File: src/rtl/mcfp_pkg.sv
package mcfp_pkg;

    localparam int BYTE_W     = 8;
    localparam int DUTY_W     = 16;
    localparam int PROD_W     = 32;
    localparam int PART_W     = BYTE_W + DUTY_W;
    localparam int CFG_IDX_W  = 2;
    localparam int CFG_DATA_W = 16;

    localparam logic [CFG_IDX_W-1:0] CFG_START_MARKER = 2'd0;
    localparam logic [CFG_IDX_W-1:0] CFG_PWM_PERIOD   = 2'd1;

    localparam logic [BYTE_W-1:0] START_MARKER_RESET = 8'hFF;
    localparam logic [DUTY_W-1:0] PWM_PERIOD_RESET   = 16'd2000;
    localparam logic [PART_W-1:0] PERIOD_X255_RESET  = 24'd510000;

    localparam logic [DUTY_W:0] FULL_SCALE   = 17'd65535;
    localparam logic [DUTY_W:0] FULL_SCALE_2 = 17'd131070;

    localparam int FORCE_HIGH_BIT = 0;
    localparam int FORCE_LOW_BIT  = 1;

    typedef struct packed {
        logic force_high;
        logic force_low;
    } esc_t;

endpackage

File: src/rtl/mcfp_rx_if.sv
interface mcfp_rx_if;
    import mcfp_pkg::*;

    logic              valid;
    logic              ready;
    logic [BYTE_W-1:0] rx_byte;

    modport source (output valid, output rx_byte, input ready);
    modport sink   (input valid, input rx_byte, output ready);
endinterface

File: src/rtl/mcfp_res_if.sv
interface mcfp_res_if;
    import mcfp_pkg::*;

    logic              valid;
    logic              ready;
    logic              direction_update;
    logic              direction_ccw;
    logic              duty_update;
    logic [DUTY_W-1:0] duty_count;

    modport source (output valid, output direction_update, output direction_ccw,
                    output duty_update, output duty_count, input ready);
    modport sink   (input valid, input direction_update, input direction_ccw,
                    input duty_update, input duty_count, output ready);
endinterface

File: src/rtl/mcfp_cfg_if.sv
interface mcfp_cfg_if;
    import mcfp_pkg::*;

    logic                  valid;
    logic                  ready;
    logic [CFG_IDX_W-1:0]  index;
    logic [CFG_DATA_W-1:0] data;

    modport source (output valid, output index, output data, input ready);
    modport sink   (input valid, input index, input data, output ready);
endinterface

File: src/rtl/motor_command_frame_parser.sv
// Each input transfer's result is registered and held until the output takes it.
// Throughput: one byte per cycle; the single output register sets it,
// and input stalls only while that register holds an untaken result.
// Reset (rst_n low, asynchronous): parser hunts for a start byte, direction
// and duty clear to 0, registers return to their reset values.
module motor_command_frame_parser (
    input  logic       clk,
    input  logic       rst_n,
    mcfp_rx_if.sink    rx,
    mcfp_res_if.source res,
    mcfp_cfg_if.sink   cfg
);
    import mcfp_pkg::*;

    localparam logic [2:0] PH_HUNT = 3'd0;
    localparam logic [2:0] PH_CMD  = 3'd1;
    localparam logic [2:0] PH_HIGH = 3'd2;
    localparam logic [2:0] PH_LOW  = 3'd3;
    localparam logic [2:0] PH_ESC  = 3'd4;

    logic [BYTE_W-1:0] marker_reg;
    logic [DUTY_W-1:0] period_reg;
    logic [PART_W-1:0] p255_reg;

    logic [2:0]        phase_reg, phase_next;
    logic              dir_reg, dir_next;
    logic [DUTY_W-1:0] duty_reg, duty_next;
    logic [BYTE_W-1:0] data_hi_reg, data_hi_next;
    logic [BYTE_W-1:0] data_lo_reg, data_lo_next;
    logic              dir_upd_reg, dir_upd_next;
    logic              duty_upd_reg, duty_upd_next;
    logic              valid_reg;

    logic              accept;
    logic [PART_W-1:0] hi_part;
    logic [PART_W-1:0] lo_part;
    logic [DUTY_W-1:0] scaled_duty;
    esc_t              esc;

    assign rx.ready  = !valid_reg || res.ready;
    assign accept    = rx.valid && rx.ready;
    assign cfg.ready = 1'b1;

    // scaled with the period in force when the frame completes
    assign hi_part        = PART_W'(data_hi_reg) * PART_W'(period_reg);
    assign lo_part        = PART_W'(data_lo_reg) * PART_W'(period_reg);
    assign esc.force_high = rx.rx_byte[FORCE_HIGH_BIT];
    assign esc.force_low  = rx.rx_byte[FORCE_LOW_BIT];

    mcfp_duty_scale u_scale (
        .hi_part     (hi_part),
        .lo_part     (lo_part),
        .period_x255 (p255_reg),
        .esc         (esc),
        .duty        (scaled_duty)
    );

    always_comb
    begin
        phase_next    = phase_reg;
        dir_next      = dir_reg;
        duty_next     = duty_reg;
        data_hi_next  = data_hi_reg;
        data_lo_next  = data_lo_reg;
        dir_upd_next  = 1'b0;
        duty_upd_next = 1'b0;
        case (phase_reg)
            PH_CMD:
            begin
                dir_next     = (rx.rx_byte == '0);
                dir_upd_next = 1'b1;
                phase_next   = PH_HIGH;
            end
            PH_HIGH:
            begin
                data_hi_next = rx.rx_byte;
                phase_next   = PH_LOW;
            end
            PH_LOW:
            begin
                data_lo_next = rx.rx_byte;
                phase_next   = PH_ESC;
            end
            PH_ESC:
            begin
                if (esc.force_high)
                begin
                    data_hi_next = '1;
                end
                if (esc.force_low)
                begin
                    data_lo_next = '0;
                end
                duty_next     = scaled_duty;
                duty_upd_next = 1'b1;
                phase_next    = PH_HUNT;
            end
            default:
            begin
                phase_next = (rx.rx_byte == marker_reg) ? PH_CMD : PH_HUNT;
            end
        endcase
    end

    always_ff @(posedge clk or negedge rst_n)
    begin
        if (!rst_n)
        begin
            marker_reg <= START_MARKER_RESET;
            period_reg <= PWM_PERIOD_RESET;
            p255_reg   <= PERIOD_X255_RESET;
        end
        else if (cfg.valid)
        begin
            case (cfg.index)
                CFG_START_MARKER:
                begin
                    marker_reg <= cfg.data[BYTE_W-1:0];
                end
                CFG_PWM_PERIOD:
                begin
                    period_reg <= cfg.data;
                    p255_reg   <= {cfg.data, 8'h00} - PART_W'(cfg.data);
                end
                default:
                begin
                end
            endcase
        end
    end

    always_ff @(posedge clk or negedge rst_n)
    begin
        if (!rst_n)
        begin
            phase_reg    <= PH_HUNT;
            dir_reg      <= 1'b0;
            duty_reg     <= '0;
            data_hi_reg  <= '0;
            data_lo_reg  <= '0;
            dir_upd_reg  <= 1'b0;
            duty_upd_reg <= 1'b0;
            valid_reg    <= 1'b0;
        end
        else
        begin
            if (accept)
            begin
                phase_reg    <= phase_next;
                dir_reg      <= dir_next;
                duty_reg     <= duty_next;
                data_hi_reg  <= data_hi_next;
                data_lo_reg  <= data_lo_next;
                dir_upd_reg  <= dir_upd_next;
                duty_upd_reg <= duty_upd_next;
                valid_reg    <= 1'b1;
            end
            else if (res.ready)
            begin
                valid_reg <= 1'b0;
            end
        end
    end

    assign res.valid            = valid_reg;
    assign res.direction_update = dir_upd_reg;
    assign res.direction_ccw    = dir_reg;
    assign res.duty_update      = duty_upd_reg;
    assign res.duty_count       = duty_reg;

    a_cmd_sets_dir: assert property (@(posedge clk) disable iff (!rst_n)
        accept && phase_reg == PH_CMD |=> valid_reg && dir_upd_reg && !duty_upd_reg
            && phase_reg == PH_HIGH)
        else $error("command byte did not update direction");

    a_esc_ends_frame: assert property (@(posedge clk) disable iff (!rst_n)
        accept && phase_reg == PH_ESC |=> duty_upd_reg && phase_reg == PH_HUNT)
        else $error("escape byte did not complete the frame");

    a_hold_when_idle: assert property (@(posedge clk) disable iff (!rst_n)
        !accept |=> $stable(phase_reg) && $stable(dir_reg) && $stable(duty_reg))
        else $error("parser state moved without an input transfer");

    a_hunt_no_update: assert property (@(posedge clk) disable iff (!rst_n)
        accept && phase_reg == PH_HUNT |=> !dir_upd_reg && !duty_upd_reg)
        else $error("update flagged while hunting");
endmodule

File: src/rtl/mcfp_duty_scale.sv
module mcfp_duty_scale (
    input  logic [mcfp_pkg::PART_W-1:0] hi_part,
    input  logic [mcfp_pkg::PART_W-1:0] lo_part,
    input  logic [mcfp_pkg::PART_W-1:0] period_x255,
    input  mcfp_pkg::esc_t              esc,
    output logic [mcfp_pkg::DUTY_W-1:0] duty
);
    import mcfp_pkg::*;

    logic [PART_W-1:0] hi_sel;
    logic [PART_W-1:0] lo_sel;
    logic [PROD_W-1:0] prod;
    logic [DUTY_W:0]   fold;
    logic [1:0]        corr;
    logic [DUTY_W:0]   quot;

    assign hi_sel = esc.force_high ? period_x255 : hi_part;
    assign lo_sel = esc.force_low ? '0 : lo_part;
    assign prod   = {hi_sel, 8'h00} + PROD_W'(lo_sel);

    // x / 65535 = a + (a + b) / 65535 for x = a * 65536 + b
    assign fold = {1'b0, prod[PROD_W-1:DUTY_W]} + {1'b0, prod[DUTY_W-1:0]};

    always_comb
    begin
        if (fold >= FULL_SCALE_2)
        begin
            corr = 2'd2;
        end
        else if (fold >= FULL_SCALE)
        begin
            corr = 2'd1;
        end
        else
        begin
            corr = 2'd0;
        end
    end

    assign quot = {1'b0, prod[PROD_W-1:DUTY_W]} + (DUTY_W+1)'(corr);
    assign duty = quot[DUTY_W-1:0];
endmodule
File: src/flat_wrapper.sv
// flat-port wrapper written by rule: the top's interface ports become plain ports
module motor_command_frame_parser_flat import mcfp_pkg::*;
  (clk, rst_n, rx_valid, rx_rx_byte, rx_ready, res_valid, res_direction_update, res_direction_ccw, res_duty_update, res_duty_count, res_ready, cfg_valid, cfg_index, cfg_data, cfg_ready);
  mcfp_rx_if rx_i ();
  mcfp_res_if res_i ();
  mcfp_cfg_if cfg_i ();
  input  logic clk;
  input  logic rst_n;
  input wire logic [$bits(rx_i.valid)-1:0] rx_valid;
  input wire logic [$bits(rx_i.rx_byte)-1:0] rx_rx_byte;
  output wire logic [$bits(rx_i.ready)-1:0] rx_ready;
  output wire logic [$bits(res_i.valid)-1:0] res_valid;
  output wire logic [$bits(res_i.direction_update)-1:0] res_direction_update;
  output wire logic [$bits(res_i.direction_ccw)-1:0] res_direction_ccw;
  output wire logic [$bits(res_i.duty_update)-1:0] res_duty_update;
  output wire logic [$bits(res_i.duty_count)-1:0] res_duty_count;
  input wire logic [$bits(res_i.ready)-1:0] res_ready;
  input wire logic [$bits(cfg_i.valid)-1:0] cfg_valid;
  input wire logic [$bits(cfg_i.index)-1:0] cfg_index;
  input wire logic [$bits(cfg_i.data)-1:0] cfg_data;
  output wire logic [$bits(cfg_i.ready)-1:0] cfg_ready;
  assign rx_i.valid = rx_valid;
  assign rx_i.rx_byte = rx_rx_byte;
  assign rx_ready = rx_i.ready;
  assign res_valid = res_i.valid;
  assign res_direction_update = res_i.direction_update;
  assign res_direction_ccw = res_i.direction_ccw;
  assign res_duty_update = res_i.duty_update;
  assign res_duty_count = res_i.duty_count;
  assign res_i.ready = res_ready;
  assign cfg_i.valid = cfg_valid;
  assign cfg_i.index = cfg_index;
  assign cfg_i.data = cfg_data;
  assign cfg_ready = cfg_i.ready;
  motor_command_frame_parser u_core (.clk(clk), .rst_n(rst_n), .rx(rx_i), .res(res_i), .cfg(cfg_i));
endmodule
File: config.mk
export PLATFORM = sky130hd
export DESIGN_NAME = motor_command_frame_parser_flat
export DESIGN_NICKNAME = d
export VERILOG_FILES = /design/src/rtl/mcfp_pkg.sv /design/src/rtl/mcfp_rx_if.sv /design/src/rtl/mcfp_res_if.sv /design/src/rtl/mcfp_cfg_if.sv /design/src/rtl/motor_command_frame_parser.sv /design/src/rtl/mcfp_duty_scale.sv /design/src/flat_wrapper.sv
export SDC_FILE = /design/constraint.sdc
export NUM_CORES = 1
export LEC_CHECK = 0
export ABC_AREA = 1
export BUFFER_PORTS_ARGS = -buffer_cell sky130_fd_sc_hd__buf_2
export CAP_MARGIN = 20
export CORE_MARGIN = 2
export CORE_UTILIZATION = 40
export CTS_CLUSTER_DIAMETER = 120
export DETAILED_ROUTE_END_ITERATION = 12
export GPL_TIMING_DRIVEN = 0
export PLACE_DENSITY = 0.58
export SYNTH_ARGS = -nofsm -noshare
export SYNTH_HDL_FRONTEND = slang
export SYNTH_SLANG_ARGS = --single-unit
File: constraint.sdc
create_clock -name clk -period 13.7 [get_ports clk]
set_clock_uncertainty 0.15 [all_clocks]
set_input_delay 2.055 -clock clk [delete_from_list [all_inputs] [get_ports clk]]
set_output_delay 2.055 -clock clk [all_outputs]
set_load 0.05 [all_outputs]
Yosys cells after proc, flatten, opt, wreduce, memory -nomap -nowiden. Index checks and enable logic that the tools add are counted.

$add $sub $neg: 4. Multipliers: 2. Order comparisons: 2. Equality and inequality tests: 8. Multiplexer cells: 14. Reductions and logical operators: 14.

Operators by type and width (count): $mul A8 B16 Y24 (2); $mux W24 (2); $add A32 B24 Y32 (1); $pmux W8 S2 (2); $sub A24 B16 Y24 (1); $add A16 B16 Y17 (1); $ge A17 B16 Y1 const B (1); $ge A17 B17 Y1 const B (1); $add A16 B2 Y16 (1); $mux W8 (2); $pmux W3 S4 (1); $eq A8 B8 Y1 (1); $logic_not A8 Y1 (1); $reduce_and A2 Y1 (4); $eq A3 B2 Y1 const B (2); $mux W1 (6); $reduce_and A3 Y1 (2); $reduce_bool A2 Y1 (3); $ne A2 B2 Y1 const B (2); $eq A3 B1 Y1 const B (1); $eq A3 B3 Y1 const B (1); $eq A2 B1 Y1 const B (1); $logic_not A2 Y1 (1); $mux W2 (1); 3 further kinds (3).

Flip-flop bits (word level): 87. Input bits: 31. Output and inout bits: 22. Logic and storage cells: 55.

Logic depth before layout (Yosys ltp). Gate-level depths: netlist of the first run.

Depth in word-level cells: 8. Depth in mapped cells: 64. Mapped depth without buffers: 62.

By module. A second synthesis of the first run with hierarchy kept.

Cell total of the unflattened synthesis: 2815. Area total of the unflattened synthesis: 17566.8 um2.

Modules (own cells, without submodules): motor_command_frame_parser (instances 1, cells each 2090, area each 14027.2 um2, sequential area each 2179.6 um2); mcfp_duty_scale (instances 1, cells each 725, area each 3539.6 um2, sequential area each 0.0 um2).

Worst setup path after synthesis of the first run. Ideal clock, no wire load.

Kind: register to register. Start: reg u_core.period_reg[4]. End: reg u_core.duty_reg[14], in the netlist u_core.res.duty_count[14]. Arrival time: 9.100 ns. Slack: 4.332 ns. Cell stages (with the launch flop): 51. Period minus slack after synthesis: 9.368 ns. Cell sequence: dfstp_2 > clkbuf_1 > clkbuf_1 > nand2_1 > fa_1 > fa_1 > inv_1 > fa_1 > fa_1 > ha_1 > a21o_1 > a21oi_2 > nor2_1 > nand2_1 > o21ai_1 > a21oi_1 > o21ai_1 > a21boi_0 > [15 not listed] > o21ai_0 > inv_1 > o21bai_1 > xnor2_1 > nor3b_1 > nand4_1 > a21oi_1 > ha_1 > inv_1 > fa_1 > inv_1 > nand4_1 > nor2_2 > nand3_4 > nor2_4 > nand4_1 > nand3_1 > nand2_1.

Word-level cells in the longest chain between the ends: 8. Elaborated cells between the ends (all ways): 11. Classes of those cells: add/sub: 3; mul: 2; order compare: 2; mux: 4.

Ends and longest elaborated chain: start, declared (line motor_command_frame_parser.sv:22) `logic [DUTY_W-1:0] period_reg;`; start signal, assigned (line motor_command_frame_parser.sv:122) `period_reg <= cfg.data;`; $mul A8 B16 Y24, on equally long branches (line motor_command_frame_parser.sv:45, motor_command_frame_parser.sv:46); $mux W24, on equally long branches (line mcfp_duty_scale.sv:17, mcfp_duty_scale.sv:18); $add A32 B24 Y32 * (line mcfp_duty_scale.sv:19) `assign prod = {hi_sel, 8'h00} + PROD_W'(lo_sel);`; $add A16 B16 Y17 (line mcfp_duty_scale.sv:22) `assign fold = {1'b0, prod[PROD_W-1:DUTY_W]} + {1'b0, prod[DUTY_W-1:0]};`; $ge A17 B16 Y1 (line mcfp_duty_scale.sv:30) `else if (fold >= FULL_SCALE)`; $mux W1 (line mcfp_duty_scale.sv:30); $mux W2 (line mcfp_duty_scale.sv:26) `if (fold >= FULL_SCALE_2)`; $add A16 B2 Y16 * (line mcfp_duty_scale.sv:40) `assign quot = {1'b0, prod[PROD_W-1:DUTY_W]} + (DUTY_W+1)'(corr);`; end signal, assigned (line motor_command_frame_parser.sv:151) `duty_reg <= duty_next;`; end, declared (line motor_command_frame_parser.sv:27) `logic [DUTY_W-1:0] duty_reg, duty_next;`.

Every way passes the cells marked *; elsewhere a longest branch is shown, timed or not. A chain may end at the register's enable or synchronous reset.

Worst setup path after layout of the first run. Ends and elaborated chain as after synthesis.

==> results of run 1 <==
area by class of cell:
type | instances | share of cell area
inverter | 490 | 0.112
clock inverter | 7 | 0.00417
clock buffer | 9 | 0.0136
multi-input combinational | 1540 | 0.663
buffer | 85 | 0.0200
tap | 511 | 0.0387
sequential | 86 | 0.132
timing repair buffer | 51 | 0.0170
worst paths after layout:
check	from	endpoint	slack [ns]	depth (start not counted)
min reg2reg	u_core.p255_reg[11]	u_core.p255_reg[11]	0.32	2
max	u_core.period_reg[4]	u_core.res.duty_count[14]	2.17	51
min in group asynchronous	rst_n	u_core.res.duty_count[0]	1.43	1
max in group asynchronous	rst_n	u_core.p255_reg[18]	11.29	2
min	u_core.p255_reg[11]	u_core.p255_reg[11]	0.32	2
max reg2reg	u_core.period_reg[4]	u_core.res.duty_count[14]	2.17	51
logic make-up after synthesis:
family | Yosys count
XOR/XNOR | 47
multiplexers | 3
adder cells (fa/ha/maj) | 302
AND/OR/NAND/NOR | 941
flip-flops | 86
buffers and inverters | 575
other | 1
AO/OA/AOI/OAI | 246
worst max-delay path, delay by kind of cell (launching register included):
| family | cells | cell delay (ns) |
|---|---|---|
| compound gates | 13 | 2.53 |
| fa+ha+maj | 9 | 3.70 |
| simple gates | 19 | 2.32 |
| buf+inv | 8 | 1.63 |
| flops | 1 | 0.52 |
| xor+xnor | 2 | 0.58 |
metal layers:
| layer | vias up | part of all wire | wire length, um |
|---|---|---|---|
| li1 | 6808 | - | - |
| met1 | 6723 | 0.46 | 21300 |
| met2 | 346 | 0.46 | 21400 |
| met3 | 70 | 0.049 | 2290 |
| met4 | 0 | 0.032 | 1470 |
| met5 | - | 0 | 0 |
synth_stat cells (all sizes together), types with 2 or more instances:
master,n
dfstp,22
nand2,642
a31oi,9
o41ai,2
dfrtp,64
nor3,22
a21o,9
or2,14
o21ai,103
o21bai,2
clkbuf,78
nor2,127
ha,131
nand3b,3
buf,7
nand4,23
fa,171
xor2,38
nand3,102
o211ai,6
a21boi,5
a221oi,2
nor4,5
inv,489
xnor2,9
o21a,6
a21oi,93
mux2i,2
a211oi,4
stage by stage:
step	instances	hold slack [ns]	area, um2	worst slack (ns)	util
CTS	2779	0.325	16500	2.33	0.439
global placement	2762	0.304	16200	2.41	0.430
floorplan	2201	0.292	15300	4.33	-
detailed placement	2763	0.308	16200	2.39	0.431
global route	2779	0.341	16500	1.20	0.439
finish	2779	0.323	16500	2.17	0.439
==> results.md, run 1 <==
- Status: completed
- Post-synthesis mux area share: 0.00204
- Post_cts resized: 0
- Longest Clk Path Bufs: 2
- Worst-Skew Late Latency: 0.36 ns
- Min cycle time layout: 11.53 ns
- Vias per inst: 5.02
- CP Class: flop to flop
- Clock root cell: clkbuf_16
- Setup TNS: 0 ns
- Die Wd: 200 um
- Number of routed nets with antenna violations: 0
- First-pass GRT wire length: 74400 um
- Max capacitance violation total: 0
- Max Slew Vio Count: 0
- Synth Area in XOR/XNOR: 0.0269
- Area share of fa/ha/maj cells after synthesis: 0.331
- Drc violations: 0
- Number of synthesized register bits: 86
- Setup violators final: 0
- Register area: 2180 um2
- Initial antenna violation count: 0
- M2 GR Usage: 0.406
- Unrepaired setup endpoints after global routing: no
- Main combinational cell family by area after synthesis: adder cells
- Drt pass-1 iters: 5
- Die area: 39900 um2
- Synth Flop Type: dfrtp_1
- GP Congestion: 0.898
- Most common cell after layout, fill and taps aside: nand2_1
- Clk slew on worst S/H paths: 0.07 ns
- Final WL: 46500 um
- Worst EP required: 13.80 ns
- CTS buffer count: 9
- Slowest cell on the critical path: clkbuf_1
- CTS tree: built
- Area of the multi-input gates: 11000 um2
- Sequential-to-total area share from yosys stat: 0.142
- Syn Inst Count: 2201
- PortBufs: 50
- Fmax: 86.7 MHz
- Post-synth cell types: 56
- Starting Density: 0.406
- I/O Pins: 53
- Initial drt markers: 936
- Async SR Flop Fraction: 1.00
- Yosys warns: 0
- Final hold violations: 0
- Crit-path most repeated cell: nand2_1
- Worst Hold Class: flop to flop
- Mapped Avg Cell Area: 6.96 um2
- Vias: 13900
- Vias in the first global route: 14000
- CP max stage delay: 0.61 ns
- Fillcell total: 4034
- Sink Count: 86
- Commonest cells after routing, fill and taps aside: nand2_1, inv_1, fa_1
- Largest net degree at the start of global routing: 69
- FP Rows: 71
- WP data arrival: 11.63 ns
- Synth top area cells: fa_1, nand2_1, inv_1
- Mapped Nets: 2534
- CP Capture Type: flop
- Share of layout cells above drive strength 1: 0.0789
- Antenna cells: 0
- Crit path max fanout: 10
- Die H: 200 um
- P&R area growth vs syn: 7.93%
- Max FFs per register: 24
- Hold-fix buffers, CTS: 0
- Busiest layer in global routing: met2
- Drt wl/cell: 16.7 um
- Met1 Use GR: 0.332
- Synth top area share: 0.224
- Met3 Track Usage GR: 0.0257
- Cell taking the most area after synthesis: fa_1
- Layout net count: 2596
- Post-Synth Simple-Gate Area: 0.267
- H-Tree Depth: 3
- Core ar.: 37700 um2
- GRT Overall Usage: 0.244
- Worst-margin pin slew: 0.833 ns
- Compound-gate portion of the synthesized area: 0.0888
- Post-CTS repair timing setup buffer count: 0
- Post-synthesis cell area: 15300 um2
- Final period util: 0.842
- Crit start category: flop
- Slew HR: 0.445
- Post-synth EDFFs: 0
- GRT overflow: 0
- Post-DP HPWL: 38800 um
Power of run 1 is left out: the tool's default activity adds up to more than one toggle a clock period on the data nets, which glitch-free logic cannot reach.
==> inputs of run 2 (changes only) <==
clock period = 11.95 ns   (was 13.7 ns; I/O delays follow)
==> results.md, run 2 (synthesis gave the netlist of run 1 again) <==
- Largest net degree at the start of global routing: 69
- Final WL: 46400 um
- Clk slew on worst S/H paths: 0.08 ns
- Worst Hold Class: flop to flop
- Min cycle time layout: 11.00 ns
- Vias: 14000
- WP data arrival: 11.10 ns
- Max capacitance violation total: 0
- GRT overflow: 0
- GP Congestion: 0.898
- Final period util: 0.920
- Die area: 39900 um2
- Status: completed
- Worst-Skew Late Latency: 0.36 ns
- Unrepaired setup endpoints after global routing: no
- Fmax: 90.9 MHz
- Die Wd: 200 um
- CTS buffer count: 9
- Share of layout cells above drive strength 1: 0.0859
- GRT Overall Usage: 0.244
- Max Slew Vio Count: 0
- Number of routed nets with antenna violations: 0
- FP Rows: 71
- Sink Count: 86
- Initial drt markers: 953
- Core ar.: 37700 um2
- Vias per inst: 5.04
- I/O Pins: 53
- P&R area growth vs syn: 7.81%
- First-pass GRT wire length: 74400 um
- Setup violators final: 0
- Antenna cells: 0
- PortBufs: 50
- Die H: 200 um
- Commonest cells after routing, fill and taps aside: nand2_1, inv_1, fa_1
- CTS tree: built
- Crit-path most repeated cell: inv_1
- Drt pass-1 iters: 5
- CP Capture Type: flop
- Drc violations: 0
- Max FFs per register: 24
- Starting Density: 0.406
- Final hold violations: 0
- CP Class: flop to flop
- Slew HR: 0.493
- Slowest cell on the critical path: fa_1
- Drt wl/cell: 16.7 um
- H-Tree Depth: 3
- Setup TNS: 0 ns
- Post-DP HPWL: 38800 um
- Worst EP required: 12.05 ns
- Worst-margin pin slew: 0.758 ns
- Crit start category: flop
- Clock root cell: clkbuf_16
- CP max stage delay: 0.56 ns
- Initial antenna violation count: 0
- Crit path max fanout: 10
- Vias in the first global route: 14000
- Layout net count: 2586
- Hold-fix buffers, CTS: 0
- Most common cell after layout, fill and taps aside: nand2_1
- Longest Clk Path Bufs: 2
run 2: changes by cell type in the layout (fill, tap and decap cells not counted):
cell | previous run | this run
clkbuf_2 | 0 | 15
clkbuf_1 | 78 | 53
run 2: repair_timing:
item                                    4_1_cts  5_1_grt
endpoints found under the setup margin        0        8
setup buffers                                 0        0
resized for setup                             0       30
run 2: routing by layer:
layer,global-route usage,routed length [um],vias to the layer above
li1,-,-,6803
met4,0.0826,1470,0
met5,0,0,-
met1,0.332,21200,6725
met3,0.0257,2350,66
met2,0.406,21400,356
run 2: final timing paths:
kind | startpoint | endpoint | slack (ns) | depth (start not counted)
max in group asynchronous | rst_n | u_core.p255_reg[18] | 9.80 | 2
worst max-delay path | u_core.period_reg[11] | u_core.res.duty_count[14] | 0.95 | 49
worst min register to register | u_core.p255_reg[11] | u_core.p255_reg[11] | 0.32 | 2
worst max register to register | u_core.period_reg[11] | u_core.res.duty_count[14] | 0.95 | 49
worst min-delay path | u_core.p255_reg[11] | u_core.p255_reg[11] | 0.32 | 2
min in group asynchronous | rst_n | u_core.res.duty_count[12] | 1.17 | 1
run 2: cell type report:
class / count / area [um2]
buffer: 75 / 312
clock buffer: 9 / 225
clock inverter: 7 / 68.8
fill: 4041 / 21200
inverter: 490 / 1840
multi-input combinational: 1540 / 11000
sequential: 86 / 2180
tap: 511 / 639
timing repair buffer: 51 / 280
run 2: per-stage QoR:
stage	cells	instance area, um2	utilization	hold slack [ns]	setup slack, ns
6_report	2769	16500	0.438	0.323	0.951
5_1_grt	2769	16500	0.438	0.341	0.0108
4_1_cts	2779	16500	0.439	0.325	0.580
3_5_place_dp	2763	16200	0.431	0.308	0.643
3_3_place_gp	2762	16200	0.430	0.304	0.659
2_1_floorplan	2201	15300	-	0.292	2.58
run 2: worst max-delay path, delay by kind of cell, from the launching register on:
kind                       cells  cell delay [ns]
xor gates and xnor gates       2             0.56
buffers and inverters         10             1.74
and+or+nand+nor               17             2.21
AOI/OAI and AO/OA             11             2.18
adders and majority gates      9             3.69
DFF                            1             0.32
Power of run 2 is left out for the same reason.
